File: src/rtl/core/ttf_pkg.sv
// Shared types and constants of the tone timer factorizer.
// Used by the controller, the datapath and the top level; depends on nothing.
`default_nettype none
package ttf_pkg;

	localparam int unsigned FREQ_MIN       = 200;
	localparam int unsigned FREQ_MAX       = 10000;
	localparam int unsigned FREQ_SILENT    = 1000;
	localparam int unsigned PRESCALE_LIMIT = 256;
	localparam int unsigned DIVISOR_MAX    = 65535;
	localparam int unsigned VAL_W          = 16;

	typedef struct packed {
		logic start_in;
		logic load_n;
		logic start_mod;
		logic apply_trial;
		logic finish_prime;
		logic load_out;
	} ttf_cmd_t;

	typedef struct packed {
		logic div_done;
		logic n_small;
		logic d_sq_gt_n;
	} ttf_sts_t;

endpackage
`default_nettype wire

File: src/rtl/core/ttf_dpath.sv
// Datapath of the tone timer factorizer: clamp, shared serial divider,
// trial factor registers and the result register. Depends on ttf_pkg.
`default_nettype none
module ttf_dpath import ttf_pkg::*; #(
	parameter int unsigned CLOCK_HZ    = 72000000,
	parameter int unsigned WAVE_POINTS = 32
) (
	input  wire logic        clk,
	input  wire logic        arst_n,
	input  wire logic [15:0] tone_hz,
	input  wire ttf_cmd_t    cmd,
	output ttf_sts_t         sts,
	output logic [7:0]       prescale,
	output logic [15:0]      period,
	output logic [15:0]      divisor,
	output logic             silent
);

	localparam int unsigned DVD_W = $clog2(CLOCK_HZ + 1);
	localparam int unsigned DEN_W = $clog2(WAVE_POINTS * FREQ_MAX + 1);
	localparam int unsigned DSR_W = (DEN_W > VAL_W) ? DEN_W : VAL_W;
	localparam int unsigned CNT_W = $clog2(DVD_W + 1);

	logic [13:0]      freq;
	logic [DSR_W-1:0] denom;
	logic [DSR_W-1:0] rem_q;
	logic [DSR_W-1:0] dsr_q;
	logic [DVD_W-1:0] quo_q;
	logic [CNT_W-1:0] cnt_q;
	logic [DSR_W:0]   shifted;
	logic             fits;
	logic [VAL_W-1:0] n_q;
	logic [VAL_W-1:0] d_q;
	logic [7:0]       a_q;
	logic [VAL_W-1:0] b_q;
	logic [VAL_W-1:0] div_q;
	logic             silent_q;
	logic [31:0]      d_sq;
	logic [23:0]      a_prod;
	logic [31:0]      b_prod_d;
	logic [31:0]      b_prod_n;
	logic [VAL_W-1:0] quo_sat;

	always_comb begin
		if (tone_hz == 16'd0) begin
			freq = 14'(FREQ_SILENT);
		end else if (tone_hz < 16'(FREQ_MIN)) begin
			freq = 14'(FREQ_MIN);
		end else if (tone_hz > 16'(FREQ_MAX)) begin
			freq = 14'(FREQ_MAX);
		end else begin
			freq = tone_hz[13:0];
		end
		denom = DSR_W'(WAVE_POINTS * 32'(freq));
	end

	assign shifted  = {rem_q, quo_q[DVD_W-1]};
	assign fits     = shifted >= {1'b0, dsr_q};
	assign d_sq     = d_q * d_q;
	assign a_prod   = a_q * d_q;
	assign b_prod_d = b_q * d_q;
	assign b_prod_n = b_q * n_q;
	assign quo_sat  = (quo_q > DVD_W'(DIVISOR_MAX)) ? VAL_W'(DIVISOR_MAX) : quo_q[VAL_W-1:0];

	assign sts.div_done  = cnt_q == '0;
	assign sts.n_small   = n_q < 16'd2;
	assign sts.d_sq_gt_n = d_sq > 32'(n_q);

	always_ff @(posedge clk or negedge arst_n) begin
		if (!arst_n) begin
			cnt_q <= '0;
		end else if (cmd.start_in) begin
			cnt_q <= CNT_W'(DVD_W);
		end else if (cmd.start_mod) begin
			cnt_q <= CNT_W'(VAL_W);
		end else if (cnt_q != '0) begin
			cnt_q <= cnt_q - 1'b1;
		end
	end

	always_ff @(posedge clk) begin
		if (cmd.start_in) begin
			rem_q    <= '0;
			dsr_q    <= denom;
			quo_q    <= DVD_W'(CLOCK_HZ);
			silent_q <= tone_hz == 16'd0;
		end else if (cmd.start_mod) begin
			rem_q <= '0;
			dsr_q <= DSR_W'(d_q);
			quo_q <= DVD_W'(n_q) << (DVD_W - VAL_W);
		end else if (cnt_q != '0) begin
			rem_q <= fits ? DSR_W'(shifted - {1'b0, dsr_q}) : shifted[DSR_W-1:0];
			quo_q <= {quo_q[DVD_W-2:0], fits};
		end
		if (cmd.load_n) begin
			div_q <= quo_sat;
			n_q   <= quo_sat;
			d_q   <= 16'd2;
			a_q   <= 8'd1;
			b_q   <= 16'd1;
		end else if (cmd.finish_prime) begin
			b_q <= b_prod_n[VAL_W-1:0];
		end else if (cmd.apply_trial) begin
			if (rem_q == '0) begin
				if (a_prod < 24'(PRESCALE_LIMIT)) begin
					a_q <= a_prod[7:0];
				end else begin
					b_q <= b_prod_d[VAL_W-1:0];
				end
				n_q <= quo_q[VAL_W-1:0];
			end else begin
				d_q <= (d_q == 16'd2) ? 16'd3 : d_q + 16'd2;
			end
		end
		if (cmd.load_out) begin
			prescale <= a_q;
			period   <= b_q;
			divisor  <= div_q;
			silent   <= silent_q;
		end
	end

endmodule
`default_nettype wire

File: src/rtl/core/ttf_ctrl.sv
// Controller state machine of the tone timer factorizer: sequences the
// divider runs and trial steps and owns both handshakes. Depends on ttf_pkg.
`default_nettype none
module ttf_ctrl import ttf_pkg::*; (
	input  wire logic     clk,
	input  wire logic     arst_n,
	input  wire logic     in_valid,
	output logic          in_ready,
	output logic          out_valid,
	input  wire logic     out_ready,
	input  wire ttf_sts_t sts,
	output ttf_cmd_t      cmd
);

	typedef enum logic [5:0] {
		ST_IDLE  = 6'b000001,
		ST_DIV   = 6'b000010,
		ST_CHECK = 6'b000100,
		ST_MOD   = 6'b001000,
		ST_TEST  = 6'b010000,
		ST_FIN   = 6'b100000
	} state_t;

	state_t state_q;
	state_t state_d;
	logic   out_valid_q;
	logic   slot_free;

	assign in_ready  = state_q == ST_IDLE;
	assign out_valid = out_valid_q;
	assign slot_free = !out_valid_q || out_ready;

	always_comb begin
		state_d = state_q;
		cmd     = '0;
		unique case (state_q)
			ST_IDLE: begin
				if (in_valid) begin
					cmd.start_in = 1'b1;
					state_d      = ST_DIV;
				end
			end
			ST_DIV: begin
				if (sts.div_done) begin
					cmd.load_n = 1'b1;
					state_d    = ST_CHECK;
				end
			end
			ST_CHECK: begin
				if (sts.n_small) begin
					state_d = ST_FIN;
				end else if (sts.d_sq_gt_n) begin
					cmd.finish_prime = 1'b1;
					state_d          = ST_FIN;
				end else begin
					cmd.start_mod = 1'b1;
					state_d       = ST_MOD;
				end
			end
			ST_MOD: begin
				if (sts.div_done) begin
					state_d = ST_TEST;
				end
			end
			ST_TEST: begin
				cmd.apply_trial = 1'b1;
				state_d         = ST_CHECK;
			end
			ST_FIN: begin
				if (slot_free) begin
					cmd.load_out = 1'b1;
					state_d      = ST_IDLE;
				end
			end
			default: begin
				state_d = ST_IDLE;
			end
		endcase
	end

	always_ff @(posedge clk or negedge arst_n) begin
		if (!arst_n) begin
			state_q     <= ST_IDLE;
			out_valid_q <= 1'b0;
		end else begin
			state_q <= state_d;
			if (cmd.load_out) begin
				out_valid_q <= 1'b1;
			end else if (out_ready) begin
				out_valid_q <= 1'b0;
			end
		end
	end

endmodule
`default_nettype wire

File: src/rtl/core/tone_timer_factorizer.sv
// Top level of the tone timer factorizer: joins the controller and the datapath.
// Depends on ttf_pkg, ttf_ctrl and ttf_dpath.
//
//   channel  direction  tdata fields (low bit up)                 tuser
//   s_axis   in         tone_hz[15:0]                             -
//   m_axis   out        prescale[7:0] period[23:8] divisor[39:24] silent
//
// A request runs W = clog2(CLOCK_HZ + 1) steps of the serial divider for the divisor,
// then T trials of V = 16 divider steps each, T the trial count (at most about 130;
// trials stop once the candidate squared exceeds the rest or the rest is below two).
// The serial divider gives one bit per cycle and is shared by both divisions.
// Reset is asynchronous and clears only control state. A new request is taken while a
// result waits; a stalled result holds the block before its result register.
`default_nettype none
module tone_timer_factorizer import ttf_pkg::*; #(
	parameter int unsigned CLOCK_HZ    = 72000000,
	parameter int unsigned WAVE_POINTS = 32
) (
	input  wire logic        clk,
	input  wire logic        arst_n,
	input  wire logic        s_tvalid,
	output logic             s_tready,
	input  wire logic [15:0] s_tdata,   // tone_hz
	output logic             m_tvalid,
	input  wire logic        m_tready,
	output logic [39:0]      m_tdata,   // prescale, period, divisor
	output logic [0:0]       m_tuser    // silent
);

	ttf_cmd_t    cmd;
	ttf_sts_t    sts;
	logic [7:0]  prescale;
	logic [15:0] period;
	logic [15:0] divisor;
	logic        silent;

	ttf_ctrl u_ctrl (
		.clk       (clk),
		.arst_n    (arst_n),
		.in_valid  (s_tvalid),
		.in_ready  (s_tready),
		.out_valid (m_tvalid),
		.out_ready (m_tready),
		.sts       (sts),
		.cmd       (cmd)
	);

	ttf_dpath #(
		.CLOCK_HZ    (CLOCK_HZ),
		.WAVE_POINTS (WAVE_POINTS)
	) u_dpath (
		.clk      (clk),
		.arst_n   (arst_n),
		.tone_hz  (s_tdata),
		.cmd      (cmd),
		.sts      (sts),
		.prescale (prescale),
		.period   (period),
		.divisor  (divisor),
		.silent   (silent)
	);

	assign m_tdata = {divisor, period, prescale};
	assign m_tuser = silent;

endmodule
`default_nettype wire

File: config.mk
export PLATFORM = sky130hd
export DESIGN_NAME = tone_timer_factorizer
export DESIGN_NICKNAME = d
export VERILOG_FILES = /design/src/rtl/core/ttf_pkg.sv /design/src/rtl/core/ttf_dpath.sv /design/src/rtl/core/ttf_ctrl.sv /design/src/rtl/core/tone_timer_factorizer.sv
export SDC_FILE = /design/constraint.sdc
export NUM_CORES = 2
export LEC_CHECK = 0
export ABC_CLOCK_PERIOD_IN_PS = 11050
export BUFFER_PORTS_ARGS = -buffer_cell sky130_fd_sc_hd__buf_2
export CORE_UTILIZATION = 28
export CTS_CLUSTER_SIZE = 25
export DETAILED_ROUTE_END_ITERATION = 10
export GPL_TIMING_DRIVEN = 0
export SLEW_MARGIN = 0
export SYNTH_ARGS = -nofsm -noshare
export SYNTH_HDL_FRONTEND = slang
export SYNTH_HIERARCHICAL = 1
export SYNTH_SLANG_ARGS = --single-unit
File: constraint.sdc
create_clock -name clk -period 11.05 [get_ports clk]
set_input_delay 2.21 -clock clk [delete_from_list [all_inputs] [get_ports clk]]
set_output_delay 2.21 -clock clk [all_outputs]
set_load 0.005 [all_outputs]
==> results by group <==
Outcome
  • Status: finished, final reports clean

Detailed routing
  • Final ANT Viol Nets: 0
  • Routed WL per cell: roughly 18 microns
  • DR vias/cell: between 4 and 5
  • Drt first pass iters: 7
  • Via count: around 22000
  • Final WL: ~80000 microns
  • # DRC: 0
  • Initial drt markers: 1841

Setup path
  • Most used cell, CP: inv_1
  • Crit Path Class: flip-flop to flip-flop
  • Req. time, crit path: between 10 and 15 ns
  • Worst Setup Start Kind: flip-flop
  • Critical path endpoint category: flip-flop
  • Critical Path AT: between 10 and 15 ns
  • Crit path largest cell delay: about 0.53 ns
  • Slowest cell on crit path: fa_1
  • CP max FO: 10

Logic synthesis
  • Netlist Area Pre-Place: roughly 0.028 sq mm
  • Cells after synthesis: 3197
  • Cell variety after synth: between 80 and 90
  • Yosys warns: 6
  • Post-synthesis sequential area ratio: 16.81%
  • Number of synthesized register bits: 191
  • Synth Net Count: 3906
  • Post-Syn Area per Cell: 8.866 sq um
  • Post-synth EDFFs: a little under 90
  • Ys async rst share: around 6.3%
  • Dominant synthesized flop cell: dfxtp_1

Cells and area
  • Most frequent cells in the layout: 586 x inv_1, 410 x fa_1, 392 x nand2_1
  • Fin cells: 4593
  • FF+latch area: 0.004767 sq mm
  • Diode count: 0
  • Ratio of cells with drive above 1 in the final layout: about 6.2%
  • Area of the multi-input gates: between 0.02 and 0.025 sq mm
  • Most common library cell in the layout ignoring fill and taps: inv_1
  • Fill count: 10590
  • Fin nets: roughly 4000
  • Area grow syn2layout: 9.456%
  • Post-Layout Inst Area: between 0.03 and 0.04 sq mm

Pwr
  • Leak Pwr: 15.14 nW
  • Peak supply drop: 0.1244 mV
  • P per Cell Area: roughly 120 mW/mm^2

Global route
  • Initial antenna violation count: 2
  • Largest net degree at the start of global routing: 25
  • First-pass GRT wire length: approximately 130000 microns
  • Total GRT Usage: between 10% and 20%
  • Vias in the first global route: 22130
  • Grt ovf: 0

Clock network
  • Clock Latency Late Sink: ~0.5 ns
  • Max clock buf depth: 2
  • # clock sinks: between 150 and 200
  • Hold buffer count at cts: 0
  • Worst-path clk slew: roughly 0.09 ns
  • Total CTS buffers: 17
  • Clock root buffer: clkbuf_16
  • Htree depth: 4
  • CTS tree: built

Place
  • Placer Congestion: about 0.91
  • Hpwl dp: between 60000 and 70000 microns
  • Port bufs: 62
  • Dpl ws: -1.147 ns
  • Placed instance area: approximately 0.030 sq mm
  • Placed Cells: 4558

Timing
  • Worst-Margin Slew: approximately 1.3 ns
  • Max transition margin: under 10%
  • Slew Limit Fails: 0
  • Fin crit period: around 10 ns
  • Worst Skew: between 0.015 and 0.02 ns
  • # setup viols final: 0
  • Worst Setup Slack, final: approximately 0.69 ns
  • Fmax: between 0.09 and 0.1 GHz
  • Setup TNS: 0 ns
  • Final Hold Fails: 0
  • Unrepaired setup endpoints after global routing: false
  • Period utilization: a little over nine tenths

Min path
  • Worst min-delay path category: flip-flop to flip-flop

Die
  • Starting density of the core: about 28%
  • Die H: 320.2 microns
  • Core ar.: roughly 0.10 sq mm
  • Row cnt: approximately 120
  • Die width: 320.2 microns
  • Boundary pin count: 63
  • Area of the die: between 0.1 and 0.15 sq mm

Run
  • Maxcap violations: 0
-- report_power, final --
part	internal, mW	switching (mW)	total, mW
Sequential	0.890	0.143	1.03
Clock	0.301	0.341	0.643
Combinational	0.800	1.15	1.95
Total	1.99	1.63	3.62
-- layout make-up --
| class | count | share of cell area, % |
|---|---|---|
| Clock buffer | 18 | 1.383 |
| Tap cell | 1298 | 5.235 |
| Inverter | 591 | 7.175 |
| Timing Repair Buffer | 66 | 1.178 |
| Multi-Input combinational cell | 2271 | 67.12 |
| Clock inverter | 14 | 0.4759 |
| Buffer | 144 | 2.065 |
| Sequential cell | 191 | 15.37 |
-- synth_stat cells (all sizes together), types with 50 or more instances --
cell / count / area share, %
a21oi: 112 / 2.0
and2: 231 / 5.1
clkbuf: 125 / 1.7
dfxtp: 91 / 6.4
edfxtp: 88 / 9.3
fa: 410 / 29
ha: 279 / 12
inv: 588 / 7.8
nand2: 393 / 5.2
nor2: 183 / 2.4
nor3: 50 / 0.92
o21ai: 84 / 1.5
xnor2: 108 / 3.3
-- sequential cells by signal, indices dropped and copies added (netlist names) --
register and count:
u_dpath/silent_q 1, u_ctrl/out_valid 1, u_dpath/silent 1, u_dpath/n_q 16, u_dpath/b_q 16, u_dpath/dsr_q 19
u_dpath/rem_q 19, u_dpath/divisor 16, u_dpath/quo_q 27, u_dpath/period 16, u_dpath/d_q 16, u_dpath/a_q 8
u_ctrl/state_q 6, u_dpath/prescale 8, u_dpath/div_q 16, u_dpath/cnt_q 5
-- critical path: cells and delay by family (launching register included) --
kind                     cells  cell delay (ns)
AO/OA/AOI/OAI               10             2.03
XOR/XNOR                     2             0.39
adder cells (fa/ha/maj)      8             3.64
buffers and inverters       10             1.08
flip-flops                   1             0.33
AND/OR/NAND/NOR             12             2.78
-- cell families (layout without fill, tap and decap cells) --
logic type | after synthesis | in the layout | share of synthesized area [%]
and+or+nand+nor | 1035 | 1035 | 17.64
adders and majority gates | 689 | 689 | 41.27
DFF | 191 | 191 | 16.81
buffers and inverters | 735 | 833 | 9.915
AOI/OAI and AO/OA | 367 | 367 | 8.621
xor gates and xnor gates | 142 | 142 | 4.388
muxes | 38 | 38 | 1.346
-- layer usage --
metal	routed length (microns)	up-vias	share of wire, %	global-route usage [%]
li1	-	10270	-	-
met4	2106	0	2.6	4.774
met1	36400	10970	45	22.37
met3	5352	117	6.6	2.576
met5	0	-	0	0
met2	36630	657	46	25.74
-- per-stage QoR --
step / hold WS [ns] / util (%) / total power, mW
floorplan: 0.4003 / - / 2.466
global placement: 0.4067 / 30.23 / 2.960
detailed placement: 0.4045 / 30.26 / 2.982
CTS: 0.4172 / 30.89 / 3.648
global route: 0.4294 / 30.98 / 3.943
finish: 0.4194 / 30.98 / 3.622
-- worst paths after layout --
check,start,end,slack [ns],depth (start not counted)
worst min-delay path,u_dpath/div_q[11],u_dpath/divisor[11],0.42,0
worst min register to register,u_dpath/div_q[11],u_dpath/divisor[11],0.42,0
max in group asynchronous,arst_n,u_ctrl/state_q[0],9.16,1
min in group asynchronous,arst_n,u_dpath/cnt_q[1],1.60,1
worst max register to register,u_dpath/d_q[8],u_dpath/d_q[14],0.69,42
worst max-delay path,u_dpath/d_q[8],u_dpath/d_q[14],0.69,42
-- repair_timing --
item	4_1_cts	5_1_grt
buffers inserted	2	1
resized for setup	17	49
pin swaps	1	1
endpoints found under the setup margin	121	128
Power figures use the tool's default switching activity.
